[src/rtl/assert_macros.svh]
// Assertion macros shared by the RTL of the radix digit converter.
// No dependencies; define SYNTH to compile the checks away.
`ifndef ASSERT_MACROS_SVH
`define ASSERT_MACROS_SVH

`ifndef SYNTH

// Same-cycle implication, sampled at the rising clock edge, off during reset.
`define ASSERT_IMPLIES(lbl, clk, rst, ante, cons) \
   lbl: assert property (@(posedge clk) disable iff (rst) (ante) |-> (cons)) \
      else $error("assertion failed: ante implies cons");

// Next-cycle implication, sampled at the rising clock edge, off during reset.
`define ASSERT_NEXT(lbl, clk, rst, ante, cons) \
   lbl: assert property (@(posedge clk) disable iff (rst) (ante) |=> (cons)) \
      else $error("assertion failed: ante implies cons in the next cycle");

`else

`define ASSERT_IMPLIES(lbl, clk, rst, ante, cons)
`define ASSERT_NEXT(lbl, clk, rst, ante, cons)

`endif

`endif

[src/rtl/b2rd_pkg.sv]
// Package of the radix digit converter: widths, register codes, sequencer
// states, divider interface structs and the digit to ASCII mapping. No dependencies.
package b2rd_pkg;

   localparam int VALUE_BITS  = 32;
   localparam int IDX_BITS    = $clog2(VALUE_BITS);
   localparam int RADIX_BITS  = 6;
   localparam int CHAR_BITS   = 7;

   localparam logic [RADIX_BITS-1:0] RADIX_RESET = 6'd16;
   localparam logic [RADIX_BITS-1:0] RADIX_MIN   = 6'd2;
   localparam logic [RADIX_BITS-1:0] RADIX_MAX   = 6'd62;

   localparam logic [CHAR_BITS-1:0] CHAR_ZERO    = 7'h30;
   localparam logic [CHAR_BITS-1:0] CHAR_UPPER_A = 7'h41;
   localparam logic [CHAR_BITS-1:0] CHAR_LOWER_A = 7'h61;
   localparam logic [CHAR_BITS-1:0] CHAR_NINE    = 7'h39;
   localparam logic [CHAR_BITS-1:0] CHAR_UPPER_Z = 7'h5A;
   localparam logic [CHAR_BITS-1:0] CHAR_LOWER_Z = 7'h7A;

   typedef enum logic [1:0] {
      ST_IDLE,
      ST_DIVIDE,
      ST_READ,
      ST_LOAD
   } state_type;

   typedef struct packed {
      logic                  start;
      logic [VALUE_BITS-1:0] dividend;
      logic [RADIX_BITS-1:0] divisor;
   } div_req_type;

   typedef struct packed {
      logic                  done;
      logic [VALUE_BITS-1:0] quotient;
      logic [RADIX_BITS-1:0] remainder;
   } div_rsp_type;

   function automatic logic [CHAR_BITS-1:0] digit_to_ascii(input logic [RADIX_BITS-1:0] d);
      logic [CHAR_BITS-1:0] c;
      if (d <= 6'd9) begin
         c = CHAR_ZERO + {1'b0, d};
      end else if (d <= 6'd35) begin
         c = CHAR_UPPER_A + {1'b0, 6'(d - 6'd10)};
      end else begin
         c = CHAR_LOWER_A + {1'b0, 6'(d - 6'd36)};
      end
      return c;
   endfunction

endpackage

[src/rtl/b2rd_divider.sv]
// Restoring divider: VALUE_BITS-bit dividend by a 6-bit divisor, one
// quotient bit per cycle. Depends on b2rd_pkg.
module b2rd_divider
   import b2rd_pkg::*;
(
   input  logic        clock,
   input  logic        reset,
   input  div_req_type div_req,
   output div_rsp_type div_rsp
);

   localparam logic [IDX_BITS-1:0] LAST_STEP = IDX_BITS'(VALUE_BITS - 1);

   logic [VALUE_BITS-1:0] quo_ff, quo_in;
   logic [RADIX_BITS-1:0] rem_ff, rem_in;
   logic [RADIX_BITS-1:0] div_ff, div_in;
   logic [IDX_BITS-1:0]   cnt_ff, cnt_in;
   logic                  busy_ff, busy_in;
   logic                  done_ff, done_in;

   logic [RADIX_BITS:0]   trial;
   logic [RADIX_BITS:0]   diff;
   logic                  fits;

   always_comb begin
      trial = {rem_ff, quo_ff[VALUE_BITS-1]};
      diff  = trial - {1'b0, div_ff};
      fits  = (trial >= {1'b0, div_ff});

      quo_in  = quo_ff;
      rem_in  = rem_ff;
      div_in  = div_ff;
      cnt_in  = cnt_ff;
      busy_in = busy_ff;
      done_in = 1'b0;

      if (busy_ff) begin
         // shift in one quotient bit, keep the partial remainder below the divisor
         quo_in = {quo_ff[VALUE_BITS-2:0], fits};
         rem_in = fits ? diff[RADIX_BITS-1:0] : trial[RADIX_BITS-1:0];
         cnt_in = cnt_ff + 1'b1;
         if (cnt_ff == LAST_STEP) begin
            busy_in = 1'b0;
            done_in = 1'b1;
         end
      end else if (div_req.start) begin
         quo_in  = div_req.dividend;
         rem_in  = '0;
         div_in  = div_req.divisor;
         cnt_in  = '0;
         busy_in = 1'b1;
      end
   end

   always_ff @(posedge clock) begin
      if (reset) begin
         busy_ff <= 1'b0;
         done_ff <= 1'b0;
         cnt_ff  <= '0;
      end else begin
         busy_ff <= busy_in;
         done_ff <= done_in;
         cnt_ff  <= cnt_in;
      end
   end

   always_ff @(posedge clock) begin
      quo_ff <= quo_in;
      rem_ff <= rem_in;
      div_ff <= div_in;
   end

   assign div_rsp.done      = done_ff;
   assign div_rsp.quotient  = quo_ff;
   assign div_rsp.remainder = rem_ff;

endmodule

[src/rtl/binary_to_radix_digits_unit.sv]
// Top level of the radix digit converter: sequencer, digit buffer and output register.
// Depends on b2rd_pkg, b2rd_divider and assert_macros.svh.
//
// Converts an unsigned 32-bit request value to ASCII digits in the radix held in the
// csr register (reset 16; 0 and 1 act as 2, 63 acts as 62), most significant digit
// first, one response per digit, with rsp_last_digit set on the final digit. A zero
// value gives the single digit '0'. Each digit takes one pass of the shared restoring
// divider, and the digits are then replayed from the digit buffer through the read and
// load states. req_stall stays high until the last digit has been placed in the output
// register; that digit may still wait there while the next request is taken.
`include "assert_macros.svh"

module binary_to_radix_digits_unit
   import b2rd_pkg::*;
(
   input  logic                  clock,
   input  logic                  reset,

   input  logic                  req_valid,
   output logic                  req_stall,
   input  logic [31:0]           req_value,

   output logic                  rsp_valid,
   input  logic                  rsp_stall,
   output logic [CHAR_BITS-1:0]  rsp_digit_char,
   output logic                  rsp_last_digit,

   input  logic                  csr_wr_en,
   input  logic [RADIX_BITS-1:0] csr_wr_data
);

   localparam logic [IDX_BITS-1:0] LAST_IDX = IDX_BITS'(VALUE_BITS - 1);

   state_type state_ff, state_in;

   logic [RADIX_BITS-1:0] radix_ff, radix_in;
   logic [RADIX_BITS-1:0] radix_sat;
   logic [IDX_BITS-1:0]   wr_idx_ff, wr_idx_in;
   logic [IDX_BITS-1:0]   rd_ptr_ff, rd_ptr_in;

   logic [RADIX_BITS-1:0] digit_mem [VALUE_BITS];
   logic [RADIX_BITS-1:0] rd_digit_ff;

   logic                  rsp_valid_ff, rsp_valid_in;
   logic [CHAR_BITS-1:0]  rsp_digit_char_ff, rsp_digit_char_in;
   logic                  rsp_last_digit_ff, rsp_last_digit_in;

   logic                  req_accept;
   logic                  out_free;
   logic                  mem_wr;
   logic                  mem_rd;
   logic                  load;
   logic                  last_div;

   logic                  next_digit;
   logic                  last_load;
   logic                  digit_legal;

   div_req_type           div_req;
   div_rsp_type           div_rsp;

   b2rd_divider u_divider (
      .clock   (clock),
      .reset   (reset),
      .div_req (div_req),
      .div_rsp (div_rsp)
   );

   // radix register and its saturated use
   always_comb begin
      radix_in = csr_wr_en ? csr_wr_data : radix_ff;
      if (radix_ff < RADIX_MIN) begin
         radix_sat = RADIX_MIN;
      end else if (radix_ff > RADIX_MAX) begin
         radix_sat = RADIX_MAX;
      end else begin
         radix_sat = radix_ff;
      end
   end

   assign req_accept = req_valid && !req_stall;
   assign out_free   = !rsp_valid_ff || !rsp_stall;
   assign last_div   = (div_rsp.quotient == '0);

   // next state
   always_comb begin
      state_in = state_ff;
      unique case (state_ff)
         ST_IDLE: begin
            if (req_accept) begin
               state_in = ST_DIVIDE;
            end
         end
         ST_DIVIDE: begin
            if (div_rsp.done && last_div) begin
               state_in = ST_READ;
            end
         end
         ST_READ: begin
            state_in = ST_LOAD;
         end
         ST_LOAD: begin
            if (out_free) begin
               state_in = (rd_ptr_ff == '0) ? ST_IDLE : ST_READ;
            end
         end
         default: begin
            state_in = ST_IDLE;
         end
      endcase
   end

   // sequencer outputs
   always_comb begin
      req_stall        = 1'b1;
      div_req.start    = 1'b0;
      div_req.dividend = div_rsp.quotient;
      div_req.divisor  = radix_sat;
      mem_wr           = 1'b0;
      mem_rd           = 1'b0;
      load             = 1'b0;
      wr_idx_in        = wr_idx_ff;
      rd_ptr_in        = rd_ptr_ff;
      unique case (state_ff)
         ST_IDLE: begin
            req_stall        = 1'b0;
            div_req.start    = req_valid;
            div_req.dividend = VALUE_BITS'(req_value);
            wr_idx_in        = '0;
         end
         ST_DIVIDE: begin
            if (div_rsp.done) begin
               mem_wr = 1'b1;
               if (last_div) begin
                  rd_ptr_in = wr_idx_ff;
               end else begin
                  // divide the quotient again for the next digit
                  div_req.start = 1'b1;
                  wr_idx_in     = wr_idx_ff + 1'b1;
               end
            end
         end
         ST_READ: begin
            mem_rd = 1'b1;
         end
         ST_LOAD: begin
            if (out_free) begin
               load = 1'b1;
               if (rd_ptr_ff != '0) begin
                  rd_ptr_in = rd_ptr_ff - 1'b1;
               end
            end
         end
         default: begin
            req_stall = 1'b1;
         end
      endcase
   end

   // output register: drop on take, fill on load
   always_comb begin
      rsp_valid_in      = rsp_valid_ff;
      rsp_digit_char_in = rsp_digit_char_ff;
      rsp_last_digit_in = rsp_last_digit_ff;
      if (rsp_valid_ff && !rsp_stall) begin
         rsp_valid_in = 1'b0;
      end
      if (load) begin
         rsp_valid_in      = 1'b1;
         rsp_digit_char_in = digit_to_ascii(rd_digit_ff);
         rsp_last_digit_in = (rd_ptr_ff == '0);
      end
   end

   always_ff @(posedge clock) begin
      if (reset) begin
         state_ff     <= ST_IDLE;
         radix_ff     <= RADIX_RESET;
         rsp_valid_ff <= 1'b0;
         wr_idx_ff    <= '0;
         rd_ptr_ff    <= '0;
      end else begin
         state_ff     <= state_in;
         radix_ff     <= radix_in;
         rsp_valid_ff <= rsp_valid_in;
         wr_idx_ff    <= wr_idx_in;
         rd_ptr_ff    <= rd_ptr_in;
      end
   end

   always_ff @(posedge clock) begin
      rsp_digit_char_ff <= rsp_digit_char_in;
      rsp_last_digit_ff <= rsp_last_digit_in;
   end

   // digit buffer, least significant digit at index zero
   always_ff @(posedge clock) begin
      if (mem_wr) begin
         digit_mem[wr_idx_ff] <= div_rsp.remainder;
      end
   end

   always_ff @(posedge clock) begin
      if (mem_rd) begin
         rd_digit_ff <= digit_mem[rd_ptr_ff];
      end
   end

   assign rsp_valid      = rsp_valid_ff;
   assign rsp_digit_char = rsp_digit_char_ff;
   assign rsp_last_digit = rsp_last_digit_ff;

   assign next_digit  = div_rsp.done && !last_div;
   assign last_load   = load && (rd_ptr_ff == '0);
   assign digit_legal =
      (rsp_digit_char_ff >= CHAR_ZERO && rsp_digit_char_ff <= CHAR_NINE) ||
      (rsp_digit_char_ff >= CHAR_UPPER_A && rsp_digit_char_ff <= CHAR_UPPER_Z) ||
      (rsp_digit_char_ff >= CHAR_LOWER_A && rsp_digit_char_ff <= CHAR_LOWER_Z);

   `ASSERT_IMPLIES(a_done_in_divide, clock, reset, div_rsp.done, state_ff == ST_DIVIDE)
   `ASSERT_IMPLIES(a_no_buffer_overrun, clock, reset, next_digit, wr_idx_ff != LAST_IDX)
   `ASSERT_IMPLIES(a_digit_char_legal, clock, reset, rsp_valid_ff, digit_legal)
   `ASSERT_NEXT(a_last_load_frees_input, clock, reset, last_load, !req_stall && rsp_last_digit)

endmodule

[config.mk]
export PLATFORM = sky130hd
export DESIGN_NAME = binary_to_radix_digits_unit
export DESIGN_NICKNAME = d
export VERILOG_FILES = /design/src/rtl/b2rd_pkg.sv /design/src/rtl/b2rd_divider.sv /design/src/rtl/binary_to_radix_digits_unit.sv
export VERILOG_INCLUDE_DIRS = /design/src /design/src/rtl
export SDC_FILE = /design/constraint.sdc
export NUM_CORES = 1
export LEC_CHECK = 0
export ABC_AREA = 1
export ABC_CLOCK_PERIOD_IN_PS = 3300
export BUFFER_PORTS_ARGS = -buffer_cell sky130_fd_sc_hd__buf_2
export CAP_MARGIN = 15
export CORE_MARGIN = 2
export CORE_UTILIZATION = 45
export CTS_CLUSTER_DIAMETER = 80
export DETAILED_ROUTE_END_ITERATION = 7
export PLACE_DENSITY_LB_ADDON = 0.3
export SLEW_MARGIN = 5
export SYNTH_ARGS = -nofsm -noshare
export SYNTH_HDL_FRONTEND = slang
export SYNTH_SLANG_ARGS = --single-unit
[constraint.sdc]
create_clock -name clock -period 3.3 [get_ports clock]
set_clock_uncertainty 0.2 [all_clocks]
set_input_delay 0.495 -clock clock [delete_from_list [all_inputs] [get_ports clock]]
set_output_delay 0.495 -clock clock [all_outputs]
set_load 0.03 [all_outputs]
==> results.md, run 1 <==
Drt:
- The first-iteration detailed-routing DRC count is 949.
- The via count normalized by instance count is 5.39.
- The detail route stage leaves a number of antenna-violating nets equal to 0.
- Summing over every cut layer, the via total after detailed routing is 8565.
- The first-pass detailed-route iteration total is 6.
- The routed wire length is 27700 um.
- The number of remaining DRC errors is 0.
- After detailed routing, the average wire length per cell comes to 17.5 um.

CTS:
- Counting every sink on the clock net gives 276.
- The H-tree depth is 1.
- The clock passes through at most 3 buffers.
- TritonCTS built the clock tree.
- After clock tree synthesis, the clock-pin slew on the worst setup and hold paths is 60 ps.
- The number of gates given a new drive strength after cts is 0.
- The later pin in the worst-skew pair is clocked with a latency of 570 ps.
- TritonCTS created 30 clock buffers.
- The tree is rooted in a clkbuf_16.

Final layout:
- Cells fill 51.5% of the core in the end.
- The layout cell share with drive strength beyond 1 is 11.5%.
- The number of filler instances in the final layout is 2405.
- Leaving out filler cells and counting taps, the final layout contains 1588.
- The number of nets in the layout is 1295.
- The diode insertion count for antenna repair is 0.
- The synthesis-to-layout area growth is 11.9%.

Synth:
- Synthesis produced 1174 cells.
- The synthesized netlist net count is 1246.
- The synthesized cell area is 0.0124 mm2.
- The most used flip-flop cell after synthesis is edfxtp_1.
- Of all flip-flops after synthesis, the portion carrying an async set or reset was 0%.
- The count of flip-flops with a built-in enable after synthesis is 250.
- For this run, the number of Yosys warnings is 0.
- After synthesis, the netlist uses 42 different library cells.
- The register bit count reported by yosys is 276.
- Summing the sequential cell areas from Yosys gives 64.6% of the chip area.
- The post-synthesis average cell area is 10.6 um2.

STA:
- The smallest clock period supported by the final layout is computed as 2590 ps.
- The hold violation count in the final report is 0.
- The worst pin sits at a relative slew slack of 30.0%.
- For the pin with the worst max-slew slack, the measured transition is 1050 ps.
- The smallest setup slack after layout is 711 ps.
- The final worst-path cycle share is 78.4%.
- The number of max-slew violations in the final report came to 0.
- Setup violations remaining at the end of the flow were counted as 0.
- Setup repair after global routing left no endpoint under its margin.
- In the final timing run, aggregate negative setup slack is 0 ps.
- Static timing analysis puts the maximum clock frequency at 386 MHz.

Placement:
- The number of placed instances, taps included is 1527.
- The number of buffer cells added on primary ports is 52.
- The minimum setup slack after placement is 722 ps.
- Routability-driven placement finished with a final weighted congestion of 0.855.
- The post-detailed-placement half-perimeter wirelength is 17100 um.

Min path:
- The worst hold path belongs to the class in -> reg.
- The source of the worst hold timing path is rsp_stall.

Run status:
- The flow ran to the end, and the final reports show no timing, DRC or antenna violations.

Floorplanning:
- The vertical die dimension is 170 um.
- The core region is 0.0270 mm2.
- The floorplan die width is 170 um.
- The initial cell density of the core is 46.0%.
- In this run the core area contains 60 standard-cell rows.
- Pin placement for this block handled 53 I/O pins.
- The area enclosed by the die boundary is 0.0290 mm2.

Global routing:
- Entering global routing, the biggest net connects 102 pins.
- Summed over all layers, the global routing overflow is 0.
- The initial antenna violation count is 0.
- The global router's overall resource usage is 19.3%.
- The first-pass GRT wire length is 43800 um.
- The number of global-route vias before repair was 8250.

Power and ir drop:
- Across the VDD grid, the largest voltage drop is 640 uV.
- The leakage power is 5.26 nW.
- Dividing total power by cell area gives a power density of 570 mW/mm2.

Critical path:
- The category of the worst setup path capture point is a register.
- In this run the worst setup path begins at rd_ptr_ff[0].
- Of all nets on the critical path, the largest fanout is 101.
- The reg-to-reg startpoint is rd_ptr_ff[0].
- STA puts the critical path data arrival time at 2720 ps.
- The critical path is of the reg -> reg type.
- The required time at the worst-slack endpoint is 3430 ps.
- The kind of start point of the critical path is a register.

Run:
- The max-cap violation count is 0.
-- power by group --
group	leakage [nW]	switching (mW)	internal, mW
clock network	0.483	1.33	1.90
logic	2.26	0.428	0.165
registers	2.51	0.0561	4.04
total	5.26	1.81	6.11
-- synthesized netlist by cell type (13+ instances only) --
library cell	count	area, um2
edfxtp_1	250	7510
nand2_1	246	923
nor2_1	198	743
o21ai_0	94	470
inv_1	60	225
nand3_1	57	285
a21oi_1	40	200
ha_1	28	350
dfxtp_1	26	521
o21ai_1	21	105
clkbuf_1	20	75.1
buf_2	19	95.1
o211ai_1	15	113
buf_6	13	146
-- logic make-up (layout without fill, tap and decap cells) --
kind of cell,Yosys count,in the layout,synth area share (%)
compound gates,199,199,8.93
xor+xnor,12,12,0.846
fa+ha+maj,29,29,2.98
buf+inv,122,195,4.98
flops,276,276,64.6
simple gates,536,536,17.7
-- through the flow --
step	instance area [um2]	hold slack [ps]	power [mW]
finish	13900	14.4	7.92
global route	13900	13.7	8.20
CTS	13900	3.19	7.97
detailed placement	12900	220	4.76
global placement	12900	214	4.75
floorplan	12400	249	4.54
-- critical path, cell delays in order, from the launching register on --
cell and delay, ps:
dfxtp_2 340, buf_4 780, a21oi_1 150, o21ai_0 110
o21ai_1 120, nand2_1 80, nand2_1 50, a21oi_1 300
nand2_1 90, nand2_1 70, inv_1 30
-- worst paths after layout --
path                            slack [ps]                   to  depth (start not counted)
worst max-delay path                   710       rd_digit_ff[1]                         10
worst min-delay path                    10            rsp_valid                          3
worst max register to register         710       rd_digit_ff[1]                         10
worst min register to register         230  u_divider.div_ff[3]                          0
-- per-layer routing --
layer  global-route usage (%)  wire length, um  vias to the layer above
met5                        0                0                        -
met4                     5.80              738                        0
met3                     2.93             1900                       49
met2                     31.8            13000                      272
met1                     26.4            12100                     4105
li1                         -                -                     4139
-- cell usage in the layout (no fill, tap or decap), drive strengths merged, types with 2 or more instances in the layout --
master and count:
buf 68, nand2 257, nor4 3, a22oi 3, dfxtp 26, inv 64, nor3 4, o221ai 10
edfxtp 250, a31oi 2, or2 2, nand3 57, ha 28, xor2 8, dlygate4sd3 5, clkinv 9
clkbuf 47, o22ai 8, nor2 203, a21oi 41, o211ai 15, o21ai 117, o21bai 2, nand4 5
nand3b 3, xnor2 4
-- repair_timing --
item | CTS | global route
setup buffers | 0 | 0
hold buffers | 5 | 0
endpoints found under the hold margin | 3 | 0
-- registers in the layout (all words and copies together), names as in the netlist --
register and count:
wr_idx_ff 5, rsp_digit_char 7, u_divider.cnt_ff 5, rd_digit_ff 6
u_divider.div_ff 6, digit_mem 192, u_divider.busy_ff 1, rsp_valid 1
state_ff 2, u_divider.quo_ff 32, u_divider.rem_ff 6, rsp_last_digit 1
radix_ff 6, rd_ptr_ff 5, u_divider.done_ff 1
-- area by class of cell --
type                    instances  area (um2)  area share (%)
multi-input cells             776        3780            27.2
clock inverters                 9        58.8           0.423
well taps                     341         427            3.07
clock buffers                  47         917            6.59
repair buffers                 73         430            3.09
flip-flops and latches        276        8030            57.7
inverters                      66         267            1.92
Power figures use the tool's default switching activity.
==> run 2, diff against run 1 <==
- ABC_CLOCK_PERIOD_IN_PS: 3300 -> 2200
- clock period: 3.3 -> 2.2 ns (I/O delays scaled with it)
==> run 2 against run 1 <==
Net effect: worst setup slack lost 650 ps; largest power group unchanged; non-clock buffer count rose by 97; register-to-register slack got worse by 530 ps; clock-buffer cell count down 8; critical path type is now in -> reg; hold slack improved by 230 ps; sequential power up 50%; total power up 54%; clock power grew 57%; largest cell class unchanged.
==> results.md, run 2 (synthesis results as in run 1) <==
Run status:
- The flow ran to the end, and the final reports show no timing, DRC or antenna violations.

STA:
- The minimum clock period after layout is 2140 ps.
- Summed over all failing endpoints, the final setup total negative slack is 0 ps.
- The number of max-slew violations in the final report was 0.
- Setup violations remaining at the end of the flow were counted as 0.
- The hold violation count in the final report is 0.
- Based on the critical path, the design can be clocked at up to 467 MHz.
- The final worst-path cycle share is 97.4%.
- For the pin with the worst max-slew slack, the measured transition is 915 ps.
- The smallest setup slack after layout is 57.0 ps.
- The worst slew margin relative to its limit is 38.8%.
- Setup repair after global routing could not meet its margin everywhere.
- The smallest hold slack is 247 ps.

Power and ir drop:
- The peak ir drop on the vdd network is 480 uV.
- The overall power consumption is 12.2 mW.
- The leakage power is 5.77 nW.
- For this design the ratio of total power to cell area is 819 mW/mm2.

Global routing:
- Entering global routing, the biggest net connects 51 pins.
- Global routing finished with a remaining overflow of 0.
- The first-pass GRT wire length is 45800 um.
- The global router's overall resource usage is 20.1%.
- The number of global-route vias before repair was 8765.
- The initial antenna violation count is 0.

Run:
- Across the run, the number of max-cap violations was 0.

Placement:
- In this run, placement finished with an instance count of 1575.
- Detailed placement ended at an HPWL of 17600 um.
- In this run the tool buffered the top-level ports with 52 buffer cells.
- The minimum setup slack after placement is 83.0 ps.
- At the end of routability-driven placement, the weighted congestion stood at 0.830.
- After detailed placement, the total cell area comes to 0.0134 mm2.

Final layout:
- At the end of the flow, the number of nets in the layout was 1392.
- digit_mem holds more flip-flops than any other register.
- In the layout the commonest cells are edfxtp_1 (250), nand2_1 (245), nor2_1 (198).
- The commonest non-fill, non-tap cell in the layout is edfxtp_1.
- After routing the design area is 0.0149 mm2.
- The diode insertion count for antenna repair is 0.
- The synthesis-to-layout area growth is 20.0%.
- For this run, the number of standard cells in the final layout without fillers is 1685.
- Once layout is complete, the utilization of the core stands at 55.2%.
- The register with the most flip-flops in the layout has 192 of them.
- The layout cell share with drive strength beyond 1 is 14.6%.

CTS:
- Clock-pin slew was measured on the worst setup and hold paths at 60 ps.
- In this run the number of H-tree levels came out at 1.
- The TritonCTS buffer count is 30.
- The clock tree buffer depth is 3.
- The tree is rooted in a clkbuf_16.
- The number of sinks on the clock net is 276.
- The clock reaches the later pin of the worst-skew pair after 550 ps.
- The TritonCTS clock tree is yes.

Critical path:
- The cell occurring most often along the worst timing path is dlygate4sd3_1.
- At the worst endpoint, the arrival time is 2380 ps.
- The critical path start-end classification is in -> reg.
- The largest driver fanout on the critical path is 7.
- STA classifies the critical path startpoint as an input port.
- The peak per-stage delay on the critical path is 590 ps.
- The number of buffers and inverters on the critical path is 4.
- The signal on the critical path passes through dlygate4sd3_1 -> buf_6 -> a21oi_1 -> dlygate4sd3_1 -> o21ai_0 -> dlygate4sd3_1.
- The largest individual stage delay along the critical path comes from the cell dlygate4sd3_1.
- The reg-to-reg startpoint is u_divider.rem_ff[0].
- The category of the worst setup path capture point is a register.
- The most critical setup path has its startpoint at reset.
- STA puts the critical path data required time at 2430 ps.
- Among cell families on the critical path, the largest total delay comes from buffers and inverters.

Min path:
- In this run the worst hold path is classified as reg -> reg.
- The source of the worst hold timing path is radix_ff[3].

Drt:
- The number of remaining DRC errors is 0.
- The count of nets left with antenna violations after detail routing is 0.
- The wire length per cell is 16.9 um.
- Dividing the detail-routed via count by the number of cells gives 5.22.
- In this run, the number of DRC markers left after iteration 0 of detailed routing was 803.
- The number of vias in the routed layout is 8799.
- The first-pass detailed-route iteration total is 5.
- After detailed routing, the total wire length is 28400 um.

Floorplanning:
- For this configuration, the core starts out at a cell density of 46.0%.
- The floorplan step defined a die boundary enclosing 0.0290 mm2.
- The floorplan die width is 170 um.
- The number of placement rows is 60.
- Measured along the y axis, the die boundary spans 170 um.
- The core region is 0.0270 mm2.
- Pin placement for this block handled 53 I/O pins.
[run 2: worst register-to-register path, cell delays in order, from the launching register on]
cell and delay [ps]:
edfxtp_1 440, ha_1 340, nand3_1 80, nand2_1 90
a21oi_2 150, nor2_1 50, inv_1 100, nand2_2 150
nor2_1 120, nor3_1 50
[run 2: metal layers]
metal | routed length, um | track usage [%] | up-vias
li1 | - | - | 4335
met4 | 473 | 5.02 | 0
met2 | 13700 | 34.2 | 244
met5 | 0 | 0 | -
met3 | 1590 | 2.72 | 40
met1 | 12600 | 27.3 | 4180
[run 2: area by class of cell]
class	instances	area [um2]
Clock inverter	17	183
Inverter	66	269
Timing Repair Buffer	170	1370
Sequential cell	276	8030
Multi-Input combinational cell	776	3810
Fill cell	2289	12100
Tap cell	341	427
Clock buffer	39	826
[run 2: report_power, final]
group | leakage [nW] | internal (mW) | switching (mW) | total, mW
Combinational | 2.77 | 0.332 | 0.661 | 0.993
Sequential | 2.51 | 6.06 | 0.0864 | 6.15
Clock | 0.488 | 3.10 | 1.96 | 5.06
Total | 5.77 | 9.49 | 2.71 | 12.2
[run 2: path summary, 6_finish.rpt]
| check | endpoint | slack (ps) | depth (start not counted) |
|---|---|---|---|
| setup / recovery | radix_ff[4] | 60 | 6 |
| hold / removal | u_divider.div_ff[3] | 250 | 0 |
| setup reg to reg | u_divider.rem_ff[5] | 180 | 9 |
| hold reg to reg | u_divider.div_ff[3] | 250 | 0 |
[run 2: what timing repair did]
| action | in CTS | in global routing |
|---|---|---|
| resized for setup | 0 | 10 |
| hold buffers | 50 | 0 |
| setup buffers | 0 | 4 |
| setup endpoints to repair | 0 | 12 |
| endpoints found under the hold margin | 47 | 0 |
